$ cat src/hw/rtl/dtlf_pkg.sv
package dtlf_pkg;

  // fixed sizes of the tree and the sample
  localparam int unsigned Nodes         = 256;
  localparam int unsigned Features      = 64;
  localparam int unsigned MaxCategories = 31;
  localparam int unsigned FracBits      = 16;

  localparam int unsigned NodeW  = $clog2(Nodes);
  localparam int unsigned FeatW  = $clog2(Features);
  localparam int unsigned CountW = 5;
  localparam int unsigned WordW  = 32;
  localparam int unsigned CatW   = WordW - FracBits;
  localparam int unsigned BitSelW = $clog2(WordW);

  // item function codes
  typedef enum logic [1:0] {
    FuncWriteNode  = 2'd0,
    FuncWriteValue = 2'd1,
    FuncWriteCount = 2'd2,
    FuncWalk       = 2'd3
  } func_e;

  // configuration register indexes
  localparam logic [7:0] CfgShuffleEnable  = 8'd0;
  localparam logic [7:0] CfgShuffleFeature = 8'd1;

  // one stored node entry
  typedef struct packed {
    logic              leaf;
    logic [FeatW-1:0]  feature;
    logic [WordW-1:0]  word;
    logic [NodeW-1:0]  left;
    logic [NodeW-1:0]  right;
  } node_t;

  // controller to datapath
  typedef struct packed {
    logic accept;
    logic fetch_node;
    logic fetch_feat;
    logic take_leaf;
    logic eval_step;
    logic out_load;
  } ctrl_cmd_t;

  // datapath to controller
  typedef struct packed {
    logic is_walk;
    logic is_leaf;
    logic cat_err;
    logic last_move;
    logic out_free;
  } dp_status_t;

endpackage

$ cat src/hw/rtl/dtlf_ctrl.sv
module dtlf_ctrl (
  input  logic                   clk_i,
  input  logic                   rst_ni,
  input  logic                   in_valid_i,
  output logic                   in_stall_o,
  input  dtlf_pkg::dp_status_t   sts_i,
  output dtlf_pkg::ctrl_cmd_t    cmd_o
);
  import dtlf_pkg::*;

  typedef enum logic [4:0] {
    StIdle   = 5'b00001,
    StFetch  = 5'b00010,
    StDecode = 5'b00100,
    StEval   = 5'b01000,
    StDone   = 5'b10000
  } state_e;

  state_e state_q, state_d;

  assign in_stall_o = (state_q != StIdle);

  // next state and commands
  always_comb begin
    state_d = state_q;
    cmd_o   = '0;
    unique case (state_q)
      StIdle: begin
        if (in_valid_i) begin
          cmd_o.accept = 1'b1;
          state_d      = sts_i.is_walk ? StFetch : StDone;
        end
      end
      StFetch: begin
        cmd_o.fetch_node = 1'b1;
        state_d          = StDecode;
      end
      StDecode: begin
        if (sts_i.is_leaf) begin
          cmd_o.take_leaf = 1'b1;
          state_d         = StDone;
        end else begin
          cmd_o.fetch_feat = 1'b1;
          state_d          = StEval;
        end
      end
      StEval: begin
        cmd_o.eval_step = 1'b1;
        state_d         = (sts_i.cat_err || sts_i.last_move) ? StDone : StFetch;
      end
      StDone: begin
        if (sts_i.out_free) begin
          cmd_o.out_load = 1'b1;
          state_d        = StIdle;
        end
      end
      default: state_d = StIdle;
    endcase
  end

  always_ff @(posedge clk_i or negedge rst_ni) begin
    if (!rst_ni) begin
      state_q <= StIdle;
    end else begin
      state_q <= state_d;
    end
  end

  // node data is only decoded right after its fetch
  a_decode_after_fetch: assert property (@(posedge clk_i) disable iff (!rst_ni)
    state_q == StDecode |-> $past(state_q) == StFetch)
    else $error("decode without fetch");

  // a step is only evaluated on freshly fetched feature data
  a_eval_after_decode: assert property (@(posedge clk_i) disable iff (!rst_ni)
    state_q == StEval |-> $past(state_q) == StDecode)
    else $error("eval without decode");

  // an accepted item leads to a walk or straight to a result
  a_accept_next: assert property (@(posedge clk_i) disable iff (!rst_ni)
    cmd_o.accept |=> (state_q == StFetch || state_q == StDone))
    else $error("bad state after accept");

endmodule

$ cat config.mk
export PLATFORM = sky130hd
export DESIGN_NAME = dtlf_ctrl
export DESIGN_NICKNAME = d
export VERILOG_FILES = /design/src/hw/rtl/dtlf_pkg.sv /design/src/hw/rtl/dtlf_ctrl.sv
export SDC_FILE = /design/constraint.sdc
export NUM_CORES = 1
export LEC_CHECK = 0
export BUFFER_PORTS_ARGS = -buffer_cell sky130_fd_sc_hd__buf_4
export CORE_AREA = 2 2 39 41
export CTS_BUF_LIST = sky130_fd_sc_hd__clkbuf_8
export DETAILED_ROUTE_END_ITERATION = 10
export DIE_AREA = 0 0 41 43
export PLACE_DENSITY_LB_ADDON = 0.05
export SYNTH_ARGS = -nofsm -noshare
export SYNTH_HDL_FRONTEND = slang
export SYNTH_SLANG_ARGS = --single-unit
$ cat constraint.sdc
create_clock -name clk_i -period 3.7 [get_ports clk_i]
set_input_delay 0.185 -clock clk_i [delete_from_list [all_inputs] [get_ports clk_i]]
set_output_delay 0.185 -clock clk_i [all_outputs]
set_load 0.01 [all_outputs]
==> impl_metrics.tcl, run 1 <==
set metrics [dict create \
    status "completed" \
    critPathSlowestCell "dfrtp_1" \
    fillers 148 \
    synth.area.top_cells "dfrtp_1 (32%), dfstp_2 (8.3%), nor2_1 (8.3%)" \
    peakVddDrop_mv 0.229 \
    cp.required_ps 3510 \
    max_freq_ghz 0.619 \
    synth.most_common_cell "nor2_1" \
    p_leak_uw 0.000254 \
    drt-initial-drc-count 0 \
    hpwl_microns 636 \
    p_clk_frac 0.305 \
    cp.arrival_ps 1430 \
    vias_per_cell 4.76 \
    largest_reg_flops 5 \
    syn_nets 45 \
    std_cell_rows 14 \
    crit_chain "nor3_1 -> and3_2 -> buf_4" \
    cts_resized 0 \
    powerDensity_nw_per_um2 629 \
    reg_top3 "state_q x5" \
    area_growth_pct 56.9 \
    grt_pass1_wl_microns 1350 \
    clk_pin_slew_ps 30 \
    largest-register "state_q" \
    antenna_cells 0 \
    clock_skew_ps 2.71 \
    post-route-min-period_ps 1620 \
    route.detailed.drc 0 \
    antenna_found_initial 0 \
    cp_max_fo 7 \
    start_kind "flip-flop" \
    p_int_uw 211 \
    track_usage 0.112 \
    yosysTopAreaCellShare 0.316 \
    syn_inst 37 \
    relSlewSlack 0.709 \
    rsz0062_at_grt "false" \
    synth-edff-count 0 \
    yosysTopAreaCell "dfrtp_1" \
    combPwrFrac 0.402 \
    ys.flop_type "dfrtp_1" \
    fin_total_pwr_uw 312 \
    yosys_warnings 0 \
    hold_violations 0 \
    first_global_vias 341 \
    seqPwrFrac 0.293 \
    ys_async_sr_fraction 1.00 \
    clock-sinks 5 \
    gp_congestion 0.630 \
    crit_type "flip-flop to output pin" \
    drv_slew 0 \
    ys_seq_area_frac 0.399 \
    synth_cell_types 20 \
    wl_per_cell_microns 11.1 \
    worstMarginPinSlew_ps 434 \
    period_share 0.437 \
    grt_overflow 0 \
    ant_nets 0 \
    io_pins 15 \
    cts_buffer_depth 2 \
    htreeDepth 1 \
    wl_microns 796 \
    grt_max_degree 8 \
    firstDrtPassIters 1 \
    drive_gt1_frac 0.411 \
    fin_tns_setup_ps 0 \
    max_stage_delay_ps 440 \
    syn_area_per_cell_sq_um 8.56 \
    start_util 0.229 \
    core_area_sq_um 1380 \
    tritoncts.num_buffers 3 \
    die_area_sq_um 1760 \
    die_h_microns 43 \
    clk_latency_ps 220 \
    synth_commonest_cells "nor2_1 (7), dfrtp_1 (4), nor3_1 (4), nand2_1 (3)" \
    swShare 0.325 \
    drv_cap 0 \
    finalSetupViolCount 0 \
    cts_tree "done" \
    synth-seq-cells 5 \
    die_w_microns 41 \
    numPortBuffers 14 \
    root_buffer "clkbuf_8" \
    nNetsFinal 65 \
    hp-class "primary input to flip-flop" \
    cp-end-kind "output pin" \
    vias 343 \
    netlist_area_sq_um 317 \
    p_sw_uw 102 \
]
-- cells by family after synthesis --
group                  after synthesis  share of synthesized area
AND/OR/NAND/NOR                     22                      0.376
buffers and inverters                2                     0.0237
AO/OA/AOI/OAI                        8                      0.202
flip-flops                           5                      0.399
-- stage by stage --
stage	cells	hold WS [ps]	setup slack, ps	utilization	cell area, sq um
2_1_floorplan	37	-111	2400	-	317
3_3_place_gp	67	-11.8	2300	0.319	442
3_5_place_dp	67	-9.67	2300	0.319	442
4_1_cts	72	150	2070	0.359	497
5_1_grt	72	151	1910	0.359	497
6_report	72	150	2080	0.359	497
-- critical path: cells and delay by family (launching register included) --
| family | cells | cell delay (ps) |
|---|---|---|
| and+or+nand+nor | 2 | 670 |
| DFF | 1 | 440 |
| buffers and inverters | 1 | 110 |
-- layout make-up --
type | instances | area, sq um | area share
clock buffers | 3 | 41.3 | 0.0831
flip-flops and latches | 5 | 126 | 0.254
repair buffers | 15 | 115 | 0.232
clock inverters | 1 | 3.75 | 0.00756
multi-input cells | 30 | 183 | 0.368
well taps | 16 | 20.0 | 0.0403
inverters | 2 | 7.51 | 0.0151
-- power groups by stage --
stage	sequential (uW)	clock [uW]	combinational, uW
floorplan	86.8	0	82.4
global placement	92.3	0	126
detailed placement	91.9	0	126
CTS	91.5	98.5	128
global route	95.8	105	140
finish	91.6	95.2	126
-- what timing repair did --
| item | 4_1_cts | 5_1_grt |
|---|---|---|
| endpoints found under the setup margin | 0 | 0 |
| hold endpoints to repair | 5 | 0 |
| setup buffers | 0 | 0 |
| hold buffers | 1 | 0 |
-- metal layers --
layer  up-vias  track usage  wire length, microns  share of wire
met3         0       0.0628                    43          0.054
li1        171            -                     -              -
met4         0       0.0200                     0              0
met5         -            0                     0              0
met1       163        0.155                   351           0.44
met2         9        0.153                   401           0.50
-- layout by cell type (no fill, tap or decap), drive strengths merged, types with 2 or more instances in the layout --
cell type	count
and2b	2
and3	2
buf	14
clkbuf	3
dfrtp	4
inv	3
nand2	3
nand3b	2
nor2	7
nor3	4
-- worst paths after layout --
path | slack, ps | from | to | depth (start not counted)
worst min-delay path | 150 | sts_i[3] | state_q[3]$_DFFE_PN0P_ | 2
worst max-delay path | 2080 | state_q[3]$_DFFE_PN0P_ | cmd_o[5] | 3
max in group asynchronous | 3190 | rst_ni | state_q[0]$_DFFE_PN1P_ | 2
worst max register to register | 2300 | state_q[0]$_DFFE_PN1P_ | state_q[4]$_DFFE_PN0P_ | 4
worst min register to register | 540 | state_q[4]$_DFFE_PN0P_ | state_q[2]$_DFFE_PN0P_ | 1
min in group asynchronous | 310 | rst_ni | state_q[2]$_DFFE_PN0P_ | 2
Power figures use the tool's default switching activity.
==> run 2: changes to the inputs <==
Clock period 3.7 ns to 1.4 ns, I/O delays scaled along.
==> impl_metrics.tcl, run 2 (synthesis gave the netlist of run 1 again) <==
set metrics [dict create \
    status "completed" \
    tritoncts.num_buffers 3 \
    p_sw_uw 305 \
    antenna_found_initial 0 \
    rsz0062_at_grt "true" \
    vias_per_cell 4.67 \
    ant_nets 0 \
    swShare 0.333 \
    clk_latency_ps 220 \
    io_pins 15 \
    relSlewSlack 0.852 \
    core_area_sq_um 1380 \
    peakVddDrop_mv 0.820 \
    p_clk_frac 0.293 \
    nNetsFinal 68 \
    seqPwrFrac 0.263 \
    max_freq_ghz 0.728 \
    drive_gt1_frac 0.576 \
    critPathSlowestCell "dfstp_2" \
    cp-end-kind "output pin" \
    crit_type "flip-flop to output pin" \
    firstDrtPassIters 4 \
    p_leak_uw 0.000267 \
    clock_skew_ps 1.62 \
    final_cell_mix "buf_4 (16), nor2_1 (7), clkbuf_8 (3), dfrtp_1 (3)" \
    crit_chain "and2b_2 -> and3_4 -> buf_6" \
    period_share 0.981 \
    gp_congestion 0.681 \
    max_stage_delay_ps 570 \
    cp.required_ps 1330 \
    rrSetupSlack_ps 40 \
    hp-class "primary input to flip-flop" \
    post-route-util 0.397 \
    reg_top3 "state_q x5" \
    reg2reg_from "state_q[0]$_DFFE_PN1P_" \
    first_global_vias 320 \
    r2r-end "state_q[4]$_DFFE_PN0P_" \
    crit_start "state_q[0]$_DFFE_PN1P_" \
    grt_pass1_wl_microns 1290 \
    grt_max_degree 8 \
    p_int_uw 610 \
    fillers 143 \
    die_h_microns 43 \
    largest_reg_flops 5 \
    combPwrFrac 0.444 \
    hpwl_microns 645 \
    fin_total_pwr_uw 915 \
    finalSetupViolCount 0 \
    grt_overflow 0 \
    cp.arrival_ps 1300 \
    clk_pin_slew_ps 40 \
    std_cell_rows 14 \
    area_growth_pct 73.5 \
    post-route-min-period_ps 1370 \
    final_common_cell "buf_4" \
    worstMarginPinSlew_ps 222 \
    cts_buffer_depth 2 \
    holdWs_ps 26.3 \
    drv_cap 0 \
    worstRegToRegCells 4 \
    crit_path_end "cmd_o[2]" \
    crit_cells 3 \
    clock-sinks 5 \
    htreeDepth 1 \
    route.detailed.drc 0 \
    numPortBuffers 14 \
    largest-register "state_q" \
    drv_slew 0 \
    powerDensity_nw_per_um2 1670 \
    drt-initial-drc-count 7 \
    die_w_microns 41 \
    start_kind "flip-flop" \
    root_buffer "clkbuf_8" \
    antenna_cells 0 \
    start_util 0.229 \
    track_usage 0.112 \
    wl_per_cell_microns 10.8 \
    worst-path-buf-inv 1 \
    vias 350 \
    hold_violations 0 \
    cts_tree "done" \
    cp_max_fo 6 \
    critical-path-top-delay-family "flip-flops" \
    die_area_sq_um 1760 \
    wl_microns 809 \
]
[run 2: layer usage]
layer,global-route usage,vias up,routed length [microns]
li1,-,178,-
met1,0.142,161,370
met2,0.156,11,387
met3,0.0628,0,51
met4,0.0400,0,0
met5,0,-,0
[run 2: what timing repair did]
action                                 CTS  global route
setup endpoints to repair                1             8
cloned                                   0             0
buffers inserted                         0             1
resized for setup                        2             6
pin swaps                                0             6
hold buffers                             1             0
endpoints found under the hold margin    5             0
[run 2: through the flow]
step           cells  setup WS (ps)  instance area (sq um)  setup TNS (ps)
2_1_floorplan     37           97.9                    317               0
6_report          75           27.0                    549               0
3_5_place_dp      69           19.8                    457               0
5_1_grt           75          -46.9                    549           -66.3
3_3_place_gp      69          -11.4                    457           -11.4
4_1_cts           74           9.98                    522               0
[run 2: power groups by stage]
| stage | sequential (uW) | combinational [uW] | clock, uW |
|---|---|---|---|
| floorplan | 229 | 218 | 0 |
| global placement | 235 | 386 | 0 |
| detailed placement | 234 | 380 | 0 |
| CTS | 232 | 386 | 273 |
| global route | 249 | 442 | 288 |
| finish | 241 | 406 | 268 |
[run 2: worst min-delay path by stage]
stage | startpoint | depth (start not counted) | endpoint | slack [ps]
6_report | sts_i[3] | 2 | state_q[3]$_DFFE_PN0P_ | 30
5_1_grt | sts_i[3] | 2 | state_q[3]$_DFFE_PN0P_ | 30
2_1_floorplan | rst_ni | 0 | state_q[1]$_DFFE_PN0P_ | -230
3_3_place_gp | rst_ni | 1 | state_q[2]$_DFFE_PN0P_ | -130
3_5_place_dp | rst_ni | 1 | state_q[2]$_DFFE_PN0P_ | -130
4_1_cts | sts_i[3] | 2 | state_q[3]$_DFFE_PN0P_ | 30
[run 2: cell type report]
type	instances	area [sq um]	area share
timing repair buffer	18	141	0.257
inverter	2	7.51	0.0137
clock buffer	3	41.3	0.0752
clock inverter	1	5.00	0.00911
tap	16	20.0	0.0364
sequential	5	128	0.232
multi-input combinational	30	206	0.376
